## src/hw/rtl/shm_ram.sv

```systemverilog
// ----------------------------------------------------------------------------
// shm_ram: generic simple dual-port RAM
// One write port and one read port, read data registered.
// ----------------------------------------------------------------------------
`default_nettype none

module shm_ram #(
  parameter int WIDTH = 8,
  parameter int DEPTH = 16
) (
  input  wire logic                     clk,
  input  wire logic                     we,
  input  wire logic [$clog2(DEPTH)-1:0] waddr,
  input  wire logic [WIDTH-1:0]         wdata,
  input  wire logic [$clog2(DEPTH)-1:0] raddr,
  output logic      [WIDTH-1:0]         rdata
);

  logic [WIDTH-1:0] mem [DEPTH];

  // Write and registered read
  always_ff @(posedge clk) begin
    if (we) begin
      mem[waddr] <= wdata;
    end
    rdata <= mem[raddr];
  end

endmodule : shm_ram

`default_nettype wire

```

## config.mk

```make
export PLATFORM = sky130hd
export DESIGN_NAME = shm_ram
export DESIGN_NICKNAME = d
export VERILOG_FILES = /design/src/hw/rtl/shm_ram.sv
export SDC_FILE = /design/constraint.sdc
export NUM_CORES = 1
export LEC_CHECK = 0
export ABC_AREA = 0
export CORE_MARGIN = 3
export CORE_UTILIZATION = 31
export CTS_BUF_LIST = sky130_fd_sc_hd__clkbuf_8 sky130_fd_sc_hd__clkbuf_16
export CTS_CLUSTER_SIZE = 40
export DETAILED_ROUTE_END_ITERATION = 16
export DONT_BUFFER_PORTS = 1
export GPL_TIMING_DRIVEN = 0
export PLACE_DENSITY_LB_ADDON = 0.2
export RECOVER_POWER = 100
export SYNTH_ARGS = -nofsm -noshare
export SYNTH_HDL_FRONTEND = slang
export SYNTH_SLANG_ARGS = --single-unit
```

## constraint.sdc

```tcl
create_clock -name clk -period 2.75 [get_ports clk]
set_input_delay 0.275 -clock clk [delete_from_list [all_inputs] [get_ports clk]]
set_output_delay 0.275 -clock clk [all_outputs]
set_load 0.05 [all_outputs]
```

==> results of run 1 <==
## where the power goes
group	internal [mW]	leakage, nW	switching [mW]	total [mW]
registers	2.32	1.22	0.0614	2.38
clock network	1.31	0.299	0.762	2.07
logic	0.0828	0.453	0.117	0.200
total	3.71	1.98	0.941	4.65
## worst min path at each step
stage                   from          to  slack (ps)  cells past startpoint
global route        waddr[0]   mem[4][2]         120                      1
CTS                 raddr[1]    rdata[0]         160                      3
detailed placement  wdata[3]  mem[14][3]         380                      0
finish              waddr[0]   mem[4][5]         130                      1
global placement    wdata[3]  mem[14][3]         370                      0
floorplan           wdata[0]   mem[0][0]         370                      0
## metrics by stage
step                      instance area, um2  instances  total power [mW]  util, %
after CTS                               6048        485             4.706    37.67
after detailed placement                5418        445             2.591    33.74
after floorplan                         5147        229             2.537        -
after global routing                    6055        487             4.807    37.70
after global placement                  5418        445             2.590    33.74
final                                   6055        487             4.652    37.70
## cells in the final DEF, fill, tap and decap left out, drive strengths merged
master,n
and2,1
inv,7
nor3,4
nand2b,2
clkbuf,22
edfxtp,128
nand2,9
nor2b,1
and2b,1
or3b,1
bufinv,1
diode,1
a22oi,16
nor2,13
dfxtp,8
nand3b,2
nand3,1
clkdlybuf4s25,3
buf,7
mux4,32
dlygate4sd3,8
clkinv,3
## layer usage
metal | global-route usage, % | routed length (um) | part of all wire, % | vias up
met5 | 0 | 0 | 0 | -
met4 | 5.769 | 275 | 2.6 | 0
met3 | 4.247 | 485 | 4.6 | 17
met2 | 17.62 | 4818 | 45 | 54
met1 | 17.45 | 5056 | 48 | 1217
li1 | - | - | - | 1031
## cell families (layout without fill, tap and decap cells)
family | after synthesis | count (layout) | share of synthesized area (%)
simple gates | 35 | 35 | 3.184
mux | 32 | 32 | 15.02
other cells | 0 | 1 | 0
compound gates | 16 | 16 | 2.334
flops | 136 | 136 | 77.78
buf+inv | 10 | 51 | 1.677
## sequential cells by signal, indices dropped and copies added, names as in the netlist
name   count
mem      128
rdata      8
## cell type report
| class | instances | area (um2) | area share [%] |
|---|---|---|---|
| Sequential cell | 136 | 4004 | 66.13 |
| Multi-Input combinational cell | 83 | 1057 | 17.46 |
| Clock buffer | 21 | 480.5 | 7.936 |
| Tap cell | 216 | 270.3 | 4.464 |
| Buffer | 10 | 86.33 | 1.426 |
| Timing Repair Buffer | 9 | 83.83 | 1.385 |
| Clock inverter | 11 | 70.07 | 1.157 |
| Antenna cell | 1 | 2.502 | 0.04133 |
## timing repair
item,in CTS,in global routing
hold buffers,8,0
endpoints found under the hold margin,128,0
endpoints found under the setup margin,0,0
==> flow_summary.toml, run 1 <==
[routing]
firstDrtPassIters = 4
via_count = 2319
routedWlPerCell_um = 21.84
wl_um = 10640
drc = 0
antenna_left = 0
drt_iter0_markers = 190
routed_via_density = 4.762

[timing]
worst_pin_slew_ps = 1412
finalMaxSlewViolations = 0
fin_ws_ps = 866.4
period_share_pct = 68.49
slew_headroom_pct = 5.115
finClkSkew_ps = 4.711
hold_ws_ps = 127.6
post-route-min-period_ps = 1884
max_freq_mhz = 530.9
rsz0062_at_grt = "false"
setup_viol = 0
fin_tns_setup_ps = 0
finalHoldViolCount = 0

[critical_path]
crit_buf_inv = 0
critPathLaunch = "waddr[2]"
r2r_start = "mem[15][0]"
crit_cells = 2
endpoint_kind = "flop"
crit_arrival_ps = 1890
slowest_delay_ps = 1090
r2r_setup_slack_ps = 1300
path_max_fanout = 8
slowest_stage = "nor3_1"
crit_chain = "or3b_2 > nor3_1"
start_kind = "input pin"
worst-setup-path-type = "in -> reg"
r2r_cells = 3
cp.required_ps = 2760
endpoint = "mem[0][7]"
cp_top_family = "simple AND/OR/NAND/NOR gates"
reg2reg_to = "rdata[0]"

[floorplanning]
die_area_um2 = 18190
initial_core_util_pct = 32.06
coreArea_um2 = 16060
pin_count = 26
die_w_um = 134.9
die_y_um = 134.9
rows = 46

[clock_network]
cts_resized = 0
clock_path_buffers = 2
clk_pin_slew_ps = 50
cts_made_buffers = 17
cts_tree = "yes"
root_buffer = "clkbuf_16"
htree_levels = 4
cts_sinks = 136
worstSkewPairLatency_ps = 410
post-cts-setup-buffers = 0

[flow_run]
maxCapViolations = 0

[place]
hpwl_um = 6678
io_buffers = 0
pre_cts_ws_ps = 351.2
gp_congestion = 0.6924

[synth]
avgSynthCellArea_um2 = 22.48
ys_async_sr_fraction_pct = 0
syn_nets = 247
yosysMostFrequentCell = "edfxtp_1"
synthesis.area_um2 = 5147
synthDistinctLibCells = 19
synth_area_leaders = "edfxtp_1 (75%), mux4_2 (7.9%), mux4_1 (7.1%)"
synth_edf_count = 128
synthFlopType = "edfxtp_1"
synth_warnings = 0
synth_top_area_share_pct = 74.67
ys_seq_area_share_pct = 77.78
synth_cells = 229
yosysTopAreaCell = "edfxtp_1"
synth_common_cells = "edfxtp_1 (128), mux4_2 (18), a22oi_1 (16)"
ys_ff_latch = 136

[global_routing]
first_global_vias = 2391
grtUsageTotal_pct = 12.48
grt_remaining_overflow = 0
grt_pass1_wl_um = 15570
grt_max_degree = 17
antenna_found_initial = 1

[final_layout]
syn_to_final_growth_pct = 17.62
final_nets = 275
drive_gt1_share_pct = 19.63
fill_cells = 1442

[power]
vdd_drop_max_mv = 0.4109
leakage_nw = 1.975
cellPowerDensity_nw_per_um2 = 768.3

[run_status]
status = "complete, no violations"

[min_path]
hold_class = "in -> reg"
(Power assumes the default switching activity.)
==> run 2, diff against run 1 <==
==> constraint.sdc (replaced) <==
create_clock -name clk -period 1.9 [get_ports clk]
set_input_delay 0.19 -clock clk [delete_from_list [all_inputs] [get_ports clk]]
set_output_delay 0.19 -clock clk [all_outputs]
set_load 0.05 [all_outputs]
==> run 2 against run 1 <==
Register-to-register slack worse by 840 ps. Die area unchanged. First-iteration DRC count grew 12%. Sequential cell count unchanged. Sequential power increased by 45%. Via count rose by 0.30%. Non-clock buffer count stayed put. Highest routed layer unchanged.
==> flow_summary.toml, run 2 (synthesis gave the netlist of run 1 again) <==
[run_status]
status = "complete, no violations"

[place]
gp_congestion = 0.6924
hpwl_um = 6678
io_buffers = 0
placedCellCount = 445

[global_routing]
grtUsageTotal_pct = 12.48
grt_max_degree = 17
antenna_found_initial = 1
first_global_vias = 2391
grt_pass1_wl_um = 15570
grt_remaining_overflow = 0

[routing]
met1Wirelength_um = 5055
via_count = 2326
met2_length_um = 4824
drt_iter0_markers = 213
dr.max_layer_used = "met4"
drc = 0
routedWlPerCell_um = 21.84
routed_via_density = 4.776
wl_met3_um = 482
antenna_left = 0
firstDrtPassIters = 4
wl_um = 10640

[floorplanning]
die_w_um = 134.9
die_y_um = 134.9
die_area_um2 = 18190
initial_core_util_pct = 32.06
coreArea_um2 = 16060
rows = 46
pin_count = 26

[final_layout]
syn_to_final_growth_pct = 17.72
mostFrequentLayoutCell = "edfxtp_1"
drive_gt1_share_pct = 20.00
largest_reg_flops = 128
mostFrequentLayoutCells = "edfxtp_1 (128), mux4_2 (18), clkbuf_16 (17)"
instances_no_fill = 487
reg_top3 = "mem x128, rdata x8"
largest-register = "mem"
final_nets = 275

[min_path]
hp-start = "waddr[0]"
hold_class = "in -> reg"
hold_depth = 1
hold_path_end = "mem[4][5]"

[clock_network]
htree_levels = 4
cts_tree = "yes"
worstSkewPairLatency_ps = 410
clk_pin_slew_ps = 50
cts_sinks = 136
clock_path_buffers = 2
cts_made_buffers = 17
root_buffer = "clkbuf_16"

[power]
pwr-share-comb_pct = 4.3
power_mw = 6.735
power_switching_mw = 1.364
p_seq_share_pct = 51.2
p_int_mw = 5.371
cellPowerDensity_nw_per_um2 = 1111
vdd_drop_max_mv = 0.5952
p_clk_share_pct = 44.5
leakage_nw = 1.977
swShare_pct = 20.25

[critical_path]
reg2reg_to = "rdata[0]"
r2r_cells = 3
start_kind = "input pin"
endpoint_kind = "flop"
r2r_setup_slack_ps = 460
crit_arrival_ps = 1540
crit_chain = "nand3b_1 > nor3_1"
path_max_fanout = 8
slowest_stage = "nor3_1"
crit_buf_inv = 0
r2r_start = "mem[15][0]"
worst-setup-path-type = "in -> reg"
slowest_delay_ps = 1100
cp_top_family = "simple AND/OR/NAND/NOR gates"
cp.required_ps = 1910

[timing]
max_freq_mhz = 654.1
slew_headroom_pct = 7.287
finalHoldViolCount = 0
period_share_pct = 80.47
worst_pin_slew_ps = 1380
post-route-min-period_ps = 1529
finClkSkew_ps = 4.946
rsz0062_at_grt = "false"
finalMaxSlewViolations = 0
setup_viol = 0

[flow_run]
maxCapViolations = 0
## run 2: cell count changes in the layout (fill, tap and decap cells not counted)
cell / change
nor3_1: -1
nor3_2: +1
## run 2: repair_timing
| action | in CTS | in global routing |
|---|---|---|
| resized for setup | 0 | 0 |
| hold endpoints to repair | 128 | 0 |
| setup buffers | 0 | 0 |
| hold buffers | 8 | 0 |
## run 2: metal layers
metal,vias to the layer above,GRT usage [%]
li1,1031,-
met1,1226,17.45
met2,52,17.62
met3,17,4.247
met5,-,0
met4,0,5.769
## run 2: layout make-up
cell class | instances | area (um2)
Clock buffer | 21 | 480.5
Clock inverter | 11 | 70.07
Timing Repair Buffer | 9 | 83.83
Antenna cell | 1 | 2.502
Sequential cell | 136 | 4004
Multi-Input combinational cell | 83 | 1062
Buffer | 10 | 86.33
Tap cell | 216 | 270.3
Fill cell | 1441 | 9998
## run 2: how the worst max path moves through the flow
stage              from         to  slack, ps  cells after the start
2_1_floorplan  waddr[2]  mem[0][0]        220                      2
3_3_place_gp   waddr[2]  mem[0][7]       -340                      2
3_5_place_dp   waddr[2]  mem[0][7]       -410                      2
4_1_cts        waddr[2]  mem[0][0]         20                      2
5_1_grt        waddr[2]  mem[8][3]        270                      2
6_report       waddr[2]  mem[8][3]        370                      2
## run 2: stage by stage
stage	setup slack (ps)	hold slack, ps	TNS [ps]	util [%]	cell area [um2]
floorplan	217.1	288.9	0	-	5147
global placement	-336.8	289.9	-3464	33.74	5418
detailed placement	-413.8	290.0	-4422	33.74	5418
CTS	22.15	72.87	0	37.67	6048
global route	268.1	38.72	0	37.74	6060
finish	371.1	41.67	0	37.74	6060
## run 2: power groups by stage
stage	logic [mW]	clock network [mW]	registers (mW)
2_1_floorplan	0.170	0	3.50
3_3_place_gp	0.241	0	3.51
3_5_place_dp	0.241	0	3.51
4_1_cts	0.299	3.06	3.45
5_1_grt	0.316	3.19	3.45
6_report	0.290	3.00	3.45
==> run 3, diff against run 2 <==
==> constraint.sdc (replaced) <==
create_clock -name clk -period 1.4 [get_ports clk]
set_input_delay 0.14 -clock clk [delete_from_list [all_inputs] [get_ports clk]]
set_output_delay 0.14 -clock clk [all_outputs]
set_load 0.05 [all_outputs]
==> run 3 against run 2 <==
Sequential power increased by 36%. Largest cell class unchanged. Final cell count increased by 0.41%. Largest power group unchanged. Critical endpoint is now mem[4][6]. Final area increased by 0.95%. Critical path depth unchanged. Die area unchanged. Routed wire length increased by 4.4%. Register-to-register slack got worse by 400 ps. Total power increased by 36%. Non-clock buffer count increased by 3.
==> flow_summary.toml, run 3 (synthesis gave the netlist of run 1 again) <==
[global_routing]
grtUsageMet1_pct = 18.18
antenna_found_initial = 0
busiest_layer = "met2"
use_met3_pct = 4.806
first_global_vias = 2412
grt_use_met2_pct = 18.90
grtUsageTotal_pct = 13.07
grt_max_degree = 17
grt_remaining_overflow = 0
grt_pass1_wl_um = 16380

[critical_path]
endpoint_kind = "flop"
cp.required_ps = 1440
cp_top_family = "simple AND/OR/NAND/NOR gates"
crit_chain = "dlygate4sd3_1 > nor3_2"
reg2reg_to = "rdata[0]"
start_kind = "input pin"
r2r_setup_slack_ps = 60
path_max_fanout = 8
slowest_delay_ps = 660
worst-setup-path-type = "in -> reg"
r2r_start = "mem[11][0]"
crit_buf_inv = 1
crit_arrival_ps = 1400
slowest_stage = "nor3_2"
r2r_cells = 3

[min_path]
hold_class = "in -> reg"
hold_depth = 1
hold_path_end = "mem[0][5]"
hp-start = "waddr[0]"

[timing]
period_share_pct = 97.13
max_freq_mhz = 735.4
worst_pin_slew_ps = 923.8
finClkSkew_ps = 7.021
slew_headroom_pct = 38.19
setup_viol = 0
finalMaxSlewViolations = 0
finalHoldViolCount = 0
fin_tns_setup_ps = 0
post-route-min-period_ps = 1360
hold_ws_ps = 15.42

[floorplanning]
die_area_um2 = 18190
die_y_um = 134.9
die_w_um = 134.9
initial_core_util_pct = 32.06
pin_count = 26
coreArea_um2 = 16060
rows = 46

[run_status]
status = "complete, no violations"

[place]
gp_congestion = 0.6820
io_buffers = 0
hpwl_um = 7039
placedCellCount = 446
place_area_um2 = 5430

[routing]
drt_iter0_markers = 282
routed_via_density = 4.798
routedWlPerCell_um = 22.70
firstDrtPassIters = 4
wl_um = 11100
antenna_left = 0
via_count = 2346
drc = 0

[clock_network]
cts_sinks = 136
cts_made_buffers = 17
worstSkewPairLatency_ps = 410
cts_tree = "yes"
htree_levels = 4
root_buffer = "clkbuf_16"
clock_path_buffers = 2
clk_pin_slew_ps = 50
post-cts-setup-buffers = 0

[power]
leakage_nw = 1.971
cellPowerDensity_nw_per_um2 = 1501
vdd_drop_max_mv = 0.8127

[final_layout]
reg_top3 = "mem x128, rdata x8"
num_antenna_cells = 0
largest_reg_flops = 128
instances_no_fill = 489
syn_to_final_growth_pct = 18.84
final_area_um2 = 6117
final_nets = 278
mostFrequentLayoutCell = "edfxtp_1"
mostFrequentLayoutCells = "edfxtp_1 (128), mux4_2 (18), clkbuf_16 (17)"
drive_gt1_share_pct = 22.34
fin_util_pct = 38.09
fill_cells = 1456
largest-register = "mem"

[flow_run]
maxCapViolations = 0
run 3: cell count changes in the layout (fill, tap and decap cells not counted), sizes merged:
| cell | delta |
|---|---|
| clkinvlp | +2 |
| clkbuf | -4 |
| diode | -1 |
| clkinv | +5 |
| bufinv | +1 |
| inv | -4 |
| dlygate4sd3 | +3 |
run 3: how the worst max path moves through the flow:
stage	depth (start not counted)	end	from	slack, ps
floorplan	2	mem[3][0]	waddr[2]	-6
global placement	2	mem[8][2]	waddr[2]	-460
detailed placement	2	mem[8][2]	waddr[2]	-440
CTS	3	rdata[1]	mem[1][1]	20
global route	2	mem[4][6]	waddr[1]	-0.05
finish	2	mem[4][6]	waddr[1]	40
run 3: repair_timing:
item | 4_1_cts | 5_1_grt
gates resized for setup | 3 | 4
endpoints found under the setup margin | 10 | 11
hold buffers | 9 | 2
cloned | 0 | 0
endpoints found under the hold margin | 131 | 6
run 3: area by class of cell:
class | count | area (um2) | area share [%]
clock buffers | 17 | 425.4 | 6.954
multi-input cells | 83 | 1097 | 17.94
repair buffers | 12 | 113.9 | 1.861
plain buffers | 10 | 86.33 | 1.411
flip-flops and latches | 136 | 4004 | 65.45
well taps | 216 | 270.3 | 4.418
clock inverters | 15 | 120.1 | 1.964
run 3: metal layers:
layer | vias to the layer above | share of wire, % | wire length, um
met5 | - | 0 | 0
met4 | 0 | 1.1 | 120
met3 | 8 | 5.6 | 619
met2 | 50 | 48 | 5326
met1 | 1249 | 45 | 5036
li1 | 1039 | - | -
run 3: metrics by stage:
step / power [mW] / setup slack, ps
6_report: 9.183 / 40.13
2_1_floorplan: 4.983 / -6.146
3_3_place_gp: 5.086 / -457.4
4_1_cts: 9.295 / 21.16
3_5_place_dp: 5.094 / -443.8
5_1_grt: 9.511 / -0.05429
run 3: report_power, final:
group          internal, mW  total (mW)  leakage (nW)  switching, mW
registers              4.56        4.68          1.22          0.120
logic                 0.172       0.415         0.473          0.243
clock network          2.55        4.09         0.274           1.54
total                  7.28        9.18          1.97           1.90
